File: src/rtl/core/selb_pkg.sv
`default_nettype none
package selb_pkg;

  localparam int MAX_ROWS = 1024;
  localparam int WORD_BITS = 32;
  localparam int NWORDS = (MAX_ROWS + WORD_BITS - 1) / WORD_BITS;
  localparam int ROW_W = 11;
  localparam int IDX_W = $clog2(NWORDS);
  localparam int BIT_W = $clog2(WORD_BITS);

  typedef enum logic [3:0] {
    CMD_QUERY   = 4'd0,
    CMD_INSERT  = 4'd1,
    CMD_DELETE  = 4'd2,
    CMD_DEL_SEL = 4'd3,
    CMD_MOVE    = 4'd4,
    CMD_SET     = 4'd5,
    CMD_CLEAR   = 4'd6,
    CMD_TOGGLE  = 4'd7,
    CMD_SINGLE  = 4'd8,
    CMD_ALL     = 4'd9,
    CMD_RESIZE  = 4'd10
  } cmd_e;

  typedef enum logic [3:0] {
    OP_KEEP,
    OP_INS,
    OP_DEL,
    OP_SET,
    OP_CLR,
    OP_TOG,
    OP_ONE,
    OP_ALL,
    OP_ZERO
  } pass_op_e;

  typedef enum logic [1:0] {
    TGT_ROW,
    TGT_ROW2,
    TGT_RESEL
  } tgt_sel_e;

  typedef enum logic [2:0] {
    S_IDLE,
    S_CHECK,
    S_PASS1,
    S_MID,
    S_PASS2,
    S_DONE
  } state_e;

  typedef struct packed {
    logic [3:0]       cmd;
    logic [ROW_W-1:0] row;
    logic [ROW_W-1:0] row2;
  } req_t;

  typedef struct packed {
    logic             bit_value;
    logic [ROW_W-1:0] selected_count;
    logic [ROW_W-1:0] row_count;
    logic             error;
  } res_t;

  typedef struct packed {
    logic     load;
    logic     first;
    logic     begin_pass;
    pass_op_e op;
    tgt_sel_e tsel;
  } dp_ctl_t;

  typedef struct packed {
    logic             err;
    logic             pass_done;
    logic             was;
    logic [3:0]       cmd;
    logic [ROW_W-1:0] n;
  } dp_sts_t;

endpackage
`default_nettype wire

File: src/rtl/core/selb_ctrl.sv
`default_nettype none
module selb_ctrl
  import selb_pkg::*;
(
  input  wire logic    clk_i,
  input  wire logic    rst_ni,
  input  wire logic    start_i,
  input  wire dp_sts_t sts_i,
  output dp_ctl_t      ctl_o,
  output logic         busy_o,
  output logic         done_o
);

  state_e st_q, st_d;

  always_ff @(posedge clk_i or negedge rst_ni) begin
    if (!rst_ni) begin
      st_q <= S_IDLE;
    end else begin
      st_q <= st_d;
    end
  end

  always_comb begin
    st_d = st_q;
    case (st_q)
      S_IDLE: begin
        if (start_i) st_d = S_CHECK;
      end
      S_CHECK: st_d = S_PASS1;
      S_PASS1: begin
        if (sts_i.pass_done) st_d = S_MID;
      end
      S_MID: begin
        if (!sts_i.err && (sts_i.cmd == CMD_MOVE ||
            (sts_i.cmd == CMD_DEL_SEL && sts_i.was && sts_i.n != '0))) begin
          st_d = S_PASS2;
        end else begin
          st_d = S_DONE;
        end
      end
      S_PASS2: begin
        if (sts_i.pass_done) st_d = S_DONE;
      end
      S_DONE: st_d = S_IDLE;
      default: st_d = S_IDLE;
    endcase
  end

  always_comb begin
    ctl_o = '{load: 1'b0, first: 1'b0, begin_pass: 1'b0, op: OP_KEEP, tsel: TGT_ROW};
    busy_o = (st_q != S_IDLE);
    done_o = (st_q == S_DONE);
    case (st_q)
      S_IDLE: ctl_o.load = start_i;
      S_CHECK: begin
        ctl_o.first = 1'b1;
        ctl_o.begin_pass = 1'b1;
        if (!sts_i.err) begin
          case (sts_i.cmd)
            CMD_INSERT:  ctl_o.op = OP_INS;
            CMD_DELETE:  ctl_o.op = OP_DEL;
            CMD_DEL_SEL: ctl_o.op = OP_DEL;
            CMD_MOVE:    ctl_o.op = OP_DEL;
            CMD_SET:     ctl_o.op = OP_SET;
            CMD_CLEAR:   ctl_o.op = OP_CLR;
            CMD_TOGGLE:  ctl_o.op = OP_TOG;
            CMD_SINGLE:  ctl_o.op = OP_ONE;
            CMD_ALL:     ctl_o.op = OP_ALL;
            CMD_RESIZE:  ctl_o.op = OP_ZERO;
            default:     ctl_o.op = OP_KEEP;
          endcase
        end
      end
      S_MID: begin
        if (st_d == S_PASS2) begin
          ctl_o.begin_pass = 1'b1;
          if (sts_i.cmd == CMD_MOVE) begin
            ctl_o.op = OP_INS;
            ctl_o.tsel = TGT_ROW2;
          end else begin
            ctl_o.op = OP_ONE;
            ctl_o.tsel = TGT_RESEL;
          end
        end
      end
      default: ;
    endcase
  end

  a_done_idle: assert property (@(posedge clk_i) disable iff (!rst_ni)
    done_o |=> !busy_o) else $error("done not followed by idle");
  a_load_idle: assert property (@(posedge clk_i) disable iff (!rst_ni)
    ctl_o.load |-> !busy_o) else $error("load while busy");
  a_pass_end: assert property (@(posedge clk_i) disable iff (!rst_ni)
    (st_q == S_PASS1 && sts_i.pass_done) |=> st_q == S_MID)
    else $error("pass end missed");

endmodule
`default_nettype wire

File: src/rtl/core/selb_dp.sv
`default_nettype none
module selb_dp
  import selb_pkg::*;
(
  input  wire logic    clk_i,
  input  wire logic    rst_ni,
  input  wire req_t    req_i,
  input  wire dp_ctl_t ctl_i,
  output dp_sts_t      sts_o,
  output res_t         res_o
);

  localparam logic [ROW_W-1:0] MaxRows = ROW_W'(MAX_ROWS);

  function automatic logic [WORD_BITS-1:0] ge_mask(input logic [IDX_W-1:0] k,
                                                   input logic [ROW_W-1:0] v);
    logic [ROW_W-BIT_W-1:0] kk;
    logic [ROW_W-BIT_W-1:0] vw;
    kk = (ROW_W-BIT_W)'(k);
    vw = v[ROW_W-1:BIT_W];
    if (kk < vw) begin
      ge_mask = '0;
    end else if (kk > vw) begin
      ge_mask = '1;
    end else begin
      ge_mask = {WORD_BITS{1'b1}} >> v[BIT_W-1:0];
    end
  endfunction

  logic [WORD_BITS-1:0] words_q [NWORDS];
  req_t                 req_q;
  logic [ROW_W-1:0]     n_q;
  logic [ROW_W-1:0]     tgt_q;
  pass_op_e             op_q;
  logic                 run_q;
  logic [IDX_W-1:0]     cnt_q;
  logic                 carry_q;
  logic [ROW_W-1:0]     acc_q;
  logic                 err_q;
  logic                 was_q;
  logic                 nbit_q;

  logic                 err_c;
  logic                 desc;
  logic [IDX_W-1:0]     idx;
  logic [WORD_BITS-1:0] w;
  logic [WORD_BITS-1:0] nw;
  logic [WORD_BITS-1:0] m_lo;
  logic [WORD_BITS-1:0] m_hi;
  logic [WORD_BITS-1:0] m_one;
  logic [ROW_W-1:0]     tgt1;
  logic [ROW_W-1:0]     resel;
  logic [ROW_W-1:0]     tgt_d;
  logic                 last;
  logic                 hit_tgt;
  logic                 hit_row;

  always_comb begin
    err_c = 1'b0;
    case (req_q.cmd)
      CMD_INSERT:  err_c = (n_q >= MaxRows) || (req_q.row > n_q);
      CMD_DELETE,
      CMD_DEL_SEL,
      CMD_TOGGLE,
      CMD_SINGLE:  err_c = (req_q.row >= n_q);
      CMD_MOVE:    err_c = (req_q.row >= n_q) || (req_q.row2 >= n_q);
      CMD_SET,
      CMD_CLEAR:   err_c = (req_q.row > req_q.row2) || (req_q.row2 > n_q);
      CMD_RESIZE:  err_c = (req_q.row > MaxRows);
      default:     err_c = 1'b0;
    endcase
  end

  assign resel = (req_q.row == n_q) ? req_q.row - ROW_W'(1) : req_q.row;

  always_comb begin
    case (ctl_i.tsel)
      TGT_ROW2:  tgt_d = req_q.row2;
      TGT_RESEL: tgt_d = resel;
      default:   tgt_d = req_q.row;
    endcase
  end

  assign desc = (op_q == OP_DEL);
  assign idx = desc ? ~cnt_q : cnt_q;
  assign last = (cnt_q == IDX_W'(NWORDS - 1));
  assign w = words_q[idx];
  assign tgt1 = tgt_q + ROW_W'(1);
  assign m_lo = ge_mask(idx, tgt_q);
  assign m_hi = ge_mask(idx, (op_q == OP_SET || op_q == OP_CLR) ? req_q.row2 : tgt1);
  assign m_one = m_lo & ~m_hi;
  assign hit_tgt = ((ROW_W-BIT_W)'(idx) == tgt_q[ROW_W-1:BIT_W]);
  assign hit_row = ((ROW_W-BIT_W)'(idx) == req_q.row[ROW_W-1:BIT_W]);

  always_comb begin
    case (op_q)
      OP_INS:  nw = (w & ~m_lo) | ({carry_q, w[WORD_BITS-1:1]} & m_hi);
      OP_DEL:  nw = (w & ~m_lo) | ({w[WORD_BITS-2:0], carry_q} & m_lo);
      OP_SET:  nw = w | m_one;
      OP_CLR:  nw = w & ~m_one;
      OP_TOG:  nw = w ^ m_one;
      OP_ONE:  nw = m_one;
      OP_ALL:  nw = ~ge_mask(idx, n_q);
      OP_ZERO: nw = '0;
      default: nw = w;
    endcase
  end

  always_ff @(posedge clk_i or negedge rst_ni) begin
    if (!rst_ni) begin
      for (int i = 0; i < NWORDS; i++) words_q[i] <= '0;
      n_q <= '0;
      run_q <= 1'b0;
      cnt_q <= '0;
      op_q <= OP_KEEP;
    end else begin
      if (ctl_i.begin_pass) begin
        run_q <= 1'b1;
        cnt_q <= '0;
        op_q <= ctl_i.op;
      end else if (run_q) begin
        words_q[idx] <= nw;
        cnt_q <= cnt_q + IDX_W'(1);
        if (last) begin
          run_q <= 1'b0;
          case (op_q)
            OP_INS:  n_q <= n_q + ROW_W'(1);
            OP_DEL:  n_q <= n_q - ROW_W'(1);
            OP_ZERO: n_q <= req_q.row;
            default: ;
          endcase
        end
      end
    end
  end

  always_ff @(posedge clk_i) begin
    if (ctl_i.load) req_q <= req_i;
    if (ctl_i.first) err_q <= err_c;
    if (ctl_i.begin_pass) begin
      tgt_q <= tgt_d;
      carry_q <= 1'b0;
      acc_q <= '0;
    end else if (run_q) begin
      carry_q <= desc ? w[WORD_BITS-1] : w[0];
      acc_q <= acc_q + ROW_W'($countones(nw));
      if (hit_tgt) was_q <= w[~tgt_q[BIT_W-1:0]];
      if (hit_row) nbit_q <= nw[~req_q.row[BIT_W-1:0]];
    end
  end

  assign sts_o = '{err: ctl_i.first ? err_c : err_q, pass_done: run_q && last,
                   was: was_q, cmd: req_q.cmd, n: n_q};

  assign res_o = '{bit_value: (req_q.row < n_q) ? nbit_q : 1'b0,
                   selected_count: acc_q, row_count: n_q, error: err_q};

  a_n_max: assert property (@(posedge clk_i) disable iff (!rst_ni)
    n_q <= MaxRows) else $error("row count above maximum");
  a_begin_idle: assert property (@(posedge clk_i) disable iff (!rst_ni)
    ctl_i.begin_pass |-> !run_q) else $error("pass started while running");
  a_err_keep: assert property (@(posedge clk_i) disable iff (!rst_ni)
    (run_q && err_q && !ctl_i.first) |=> $stable(n_q)) else $error("refused command changed count");

endmodule
`default_nettype wire

File: src/rtl/core/selection_bitmap_engine.sv
`default_nettype none
// Row-selection bitmap engine with a command interface.
// A command beat is taken at a rising edge where start_i is high and busy_o is
// low; req_i carries the command code, row and row2.
// The result beat is on res_o for exactly one cycle, marked by done_o, and the
// receiver must take it then, since it cannot stall the block.
// Every command sweeps the 32-word map one word per cycle through a single
// read-modify-write port, counting set bits on the way.
// A command goes through a check step, a first sweep and a mid step before the
// done_o cycle; a move, or a delete that reselects a row, adds a second sweep
// after the mid step.
// One command is in flight at a time; a new one is taken only once busy_o is
// low again.
// Reset clears the map and sets the row count to zero; no clearing pass is
// needed and a command may start in the first cycle after reset.
module selection_bitmap_engine
  import selb_pkg::*;
(
  input  wire logic clk_i,
  input  wire logic rst_ni,
  input  wire logic start_i,
  input  wire req_t req_i,
  output logic      busy,
  output logic      busy_o,
  output logic      done_o,
  output res_t      res_o
);

  dp_ctl_t ctl;
  dp_sts_t sts;

  selb_ctrl u_ctrl (
    .clk_i  (clk_i),
    .rst_ni (rst_ni),
    .start_i(start_i),
    .sts_i  (sts),
    .ctl_o  (ctl),
    .busy_o (busy_o),
    .done_o (done_o)
  );

  selb_dp u_dp (
    .clk_i (clk_i),
    .rst_ni(rst_ni),
    .req_i (req_i),
    .ctl_i (ctl),
    .sts_o (sts),
    .res_o (res_o)
  );

  assign busy = busy_o;

endmodule
`default_nettype wire

File: config.mk
export PLATFORM = sky130hd
export DESIGN_NAME = selection_bitmap_engine
export DESIGN_NICKNAME = d
export VERILOG_FILES = /design/src/rtl/core/selb_pkg.sv /design/src/rtl/core/selb_ctrl.sv /design/src/rtl/core/selb_dp.sv /design/src/rtl/core/selection_bitmap_engine.sv
export SDC_FILE = /design/constraint.sdc
export NUM_CORES = 2
export LEC_CHECK = 0
export BUFFER_PORTS_ARGS = -buffer_cell sky130_fd_sc_hd__buf_2
export CAP_MARGIN = 15
export CORE_UTILIZATION = 65
export DETAILED_ROUTE_END_ITERATION = 8
export PLACE_DENSITY = 0.82
export SLEW_MARGIN = 25
export SYNTH_ARGS = -nofsm -noshare
export SYNTH_HDL_FRONTEND = slang
export SYNTH_SLANG_ARGS = --single-unit
File: constraint.sdc
create_clock -name clk_i -period 13.6 [get_ports clk_i]
set_input_delay 1.36 -clock clk_i [delete_from_list [all_inputs] [get_ports clk_i]]
set_output_delay 1.36 -clock clk_i [all_outputs]
set_load 0.005 [all_outputs]
==> results.sh <==
export IMPL_synthTopCellsByArea="dfrtp_1, mux2_2, mux4_2"
export IMPL_critPathMaxFanout=33
export IMPL_worstHoldStart="u_dp.words_q[846]"
export IMPL_grt_max_degree=189
export IMPL_postCtsSetupRepairBufs=0
export IMPL_post_dp_cell_area_mm2=0.0684
export IMPL_die_w_um=324
export IMPL_r2r_end="u_dp.acc_q[10]"
export IMPL_r2r_cells=40
export IMPL_rr_startpoint="u_dp.op_q[1]"
export IMPL_holdPathEnd="u_dp.words_q[846]"
export IMPL_cp_arrival_ps=12940
export IMPL_drt_first_pass_iters=9
export IMPL_start_util_pct=65.9
export IMPL_num_io_pins=56
export IMPL_yosys_top_cells_count="dfrtp_1, nand2_1, mux2_2"
export IMPL_netlist_instances=6749
export IMPL_cts_buffers_inserted=115
export IMPL_drv_slew=0
export IMPL_grt_total_usage_pct=46.7
export IMPL_core_mm2=0.102
export IMPL_syn_nets=6969
export IMPL_reg2reg_slack_ps=1270
export IMPL_yosys_warnings=0
export IMPL_num_nets_final=6705
export IMPL_rows=117
export IMPL_drv_cap=0
export IMPL_relSlewSlack_pct=19.6
export IMPL_holdCritPathClass="reg2reg"
export IMPL_hold_buffers=0
export IMPL_die_y_um=324
export IMPL_routed_via_count=59422
export IMPL_drc_errors=1
export IMPL_synth_edf_count=39
export IMPL_critPathRequiredTime_ps=14210
export IMPL_netlist_area_mm2=0.0675
export IMPL_clkLatencyLatePin_ps=740
export IMPL_root_buffer="clkbuf_16"
export IMPL_cts_tree="built"
export IMPL_startpoint_type="flop"
export IMPL_grt_pass1_vias=57146
export IMPL_worstMarginPinSlew_ps=1200
export IMPL_detail_route_vias_per_cell=7.47
export IMPL_critPathBufInv=4
export IMPL_cts_max_level=3
export IMPL_antenna_found_initial=6
export IMPL_cts_sinks=1104
export IMPL_seq_area_frac_synth_pct=41.1
export IMPL_cts_buffer_depth=3
export IMPL_finalInstanceArea_mm2=0.0728
export IMPL_syn_mean_instance_area_um2=10.0
export IMPL_worst_path_max_delay_cell="nor2_1"
export IMPL_fin_skew_ps=48.2
export IMPL_finalSetupTns_ps=0
export IMPL_status="finished, violations left"
export IMPL_drt_initial_drc_count=8567
export IMPL_rsz0062_at_grt="false"
export IMPL_violations="design-rule violations"
export IMPL_fmax_mhz=81.1
export IMPL_synth_seq_cells=1104
export IMPL_synth_top_area_share_pct=38.9
export IMPL_antenna_left=0
export IMPL_port_buffers=55
export IMPL_yosys_area_top_type="dfrtp_1"
export IMPL_clkTransAtPathRegs_ps=70
export IMPL_crit_family="adder cells"
export IMPL_drive_gt1_share_pct=22.1
export IMPL_ys_async_sr_fraction_pct=94.9
export IMPL_grt_overflow=0
export IMPL_cp_end_kind="flop"
export IMPL_criticalPathCategory="reg2reg"
export IMPL_yosys_cell_types_count=108
export IMPL_max_stage_delay_ps=970
export IMPL_hpwl_mm=155
export IMPL_globalplace_congestion=1.06
export IMPL_drt_wl_total_mm=248
export IMPL_grt_first_pass_wirelength_mm=363
export IMPL_routedWlPerCell_um=31.2
export IMPL_synthToLayoutAreaGrowth_pct=7.87
export IMPL_finalHoldViolCount=0
export IMPL_synthFlopType="dfrtp_1"
export IMPL_finalCriticalPeriod_ps=12330
export IMPL_die_area_mm2=0.105
export IMPL_yosysMostFrequentCell="dfrtp_1"
export IMPL_cts_resized=0
export IMPL_holdPathStages=2
export IMPL_setup_viol=0
export IMPL_timing_final_crit_share_pct=90.6
export IMPL_worst_path_most_repeated_cell="fa_1"
==> metrics by stage <==
step	worst slack [ps]	cells	util, %	hold slack (ps)
CTS	1760	7953	71.0	481
global placement	1970	7734	66.9	456
finish	1270	7957	71.1	480
global route	752	7955	71.1	504
detailed placement	1830	7734	66.9	467
floorplan	3560	6749	-	433
==> layout make-up <==
type	count	area, um^2
multi-input combinational	4837	36500
inverter	175	678
timing repair buffer	252	1960
tap	1368	1710
fill	7149	29500
antenna	2	5.00
sequential	1104	27700
clock buffer	158	3360
clock inverter	61	861
==> cells in the final DEF (no fill, tap or decap), drive strengths merged, types with 191 or more instances in the layout <==
cell    synthesis  layout
mux2          716     716
a21oi         438     438
nor2          215     215
o22ai         199     199
nand2         810     810
nand2b        280     280
dfrtp        1048    1048
buf           258     252
o21ai         499     499
a211oi        191     191
==> worst reg2reg max path, delay by kind of cell, from the launching register on <==
kind                       cells  cell delay (ps)
adders and majority gates      9             3690
buffers and inverters          4             1240
xor gates and xnor gates       3              370
and+or+nand+nor               14             3650
AOI/OAI and AO/OA             10             2610
DFF                            1              650
==> metal layers <==
layer | vias up | share of wire [%] | track usage [%]
li1 | 24262 | - | -
met1 | 29147 | 35 | 58.6
met2 | 4704 | 42 | 66.4
met3 | 1297 | 15 | 18.0
met4 | 12 | 7.9 | 32.5
met5 | - | 0.069 | 0.926
==> flip-flops by register name, indices dropped and copies added, names as in the netlist, named ones only <==
| signal | cells |
|---|---|
| u_dp.words_q | 1024 |
| u_dp.req_q | 22 |
| u_dp.acc_q | 11 |
| u_dp.n_q | 11 |
| u_dp.tgt_q | 11 |
| u_dp.cnt_q | 5 |
| u_dp.op_q | 4 |
| u_dp.sts_o | 4 |
| u_ctrl.st_q | 3 |
| u_dp.carry_q | 1 |
| u_dp.err_q | 1 |
| u_dp.nbit_q | 1 |
| u_dp.run_q | 1 |
| u_dp.was_q | 1 |
==> worst max-delay path by stage <==
stage / depth (start not counted) / to / slack, ps / start
2_1_floorplan: 44 / u_dp.acc_q[9] / 3560 / u_dp.op_q[0]
3_3_place_gp: 38 / u_dp.acc_q[10] / 1970 / u_dp.op_q[3]
3_5_place_dp: 38 / u_dp.acc_q[10] / 1830 / u_dp.op_q[3]
4_1_cts: 41 / u_dp.acc_q[10] / 1760 / u_dp.op_q[3]
5_1_grt: 40 / u_dp.acc_q[10] / 750 / u_dp.op_q[1]
6_report: 40 / u_dp.acc_q[10] / 1270 / u_dp.op_q[1]
==> logic make-up (layout without fill, tap and decap cells) <==
kind of cell             after synthesis  count (layout)  synth area share (%)
AO/OA/AOI/OAI                       1938            1938                  18.6
AND/OR/NAND/NOR                     1660            1660                  11.6
flip-flops                          1104            1104                  41.1
multiplexers                        1008            1008                  18.9
buffers and inverters                808             646                  5.37
adder cells (fa/ha/maj)              192             192                  3.89
XOR/XNOR                              39              39                 0.534
other                                  0               2                     0
Power is left out: the tool's default activity adds up to more than one toggle a clock period on the data nets, which glitch-free logic cannot reach.
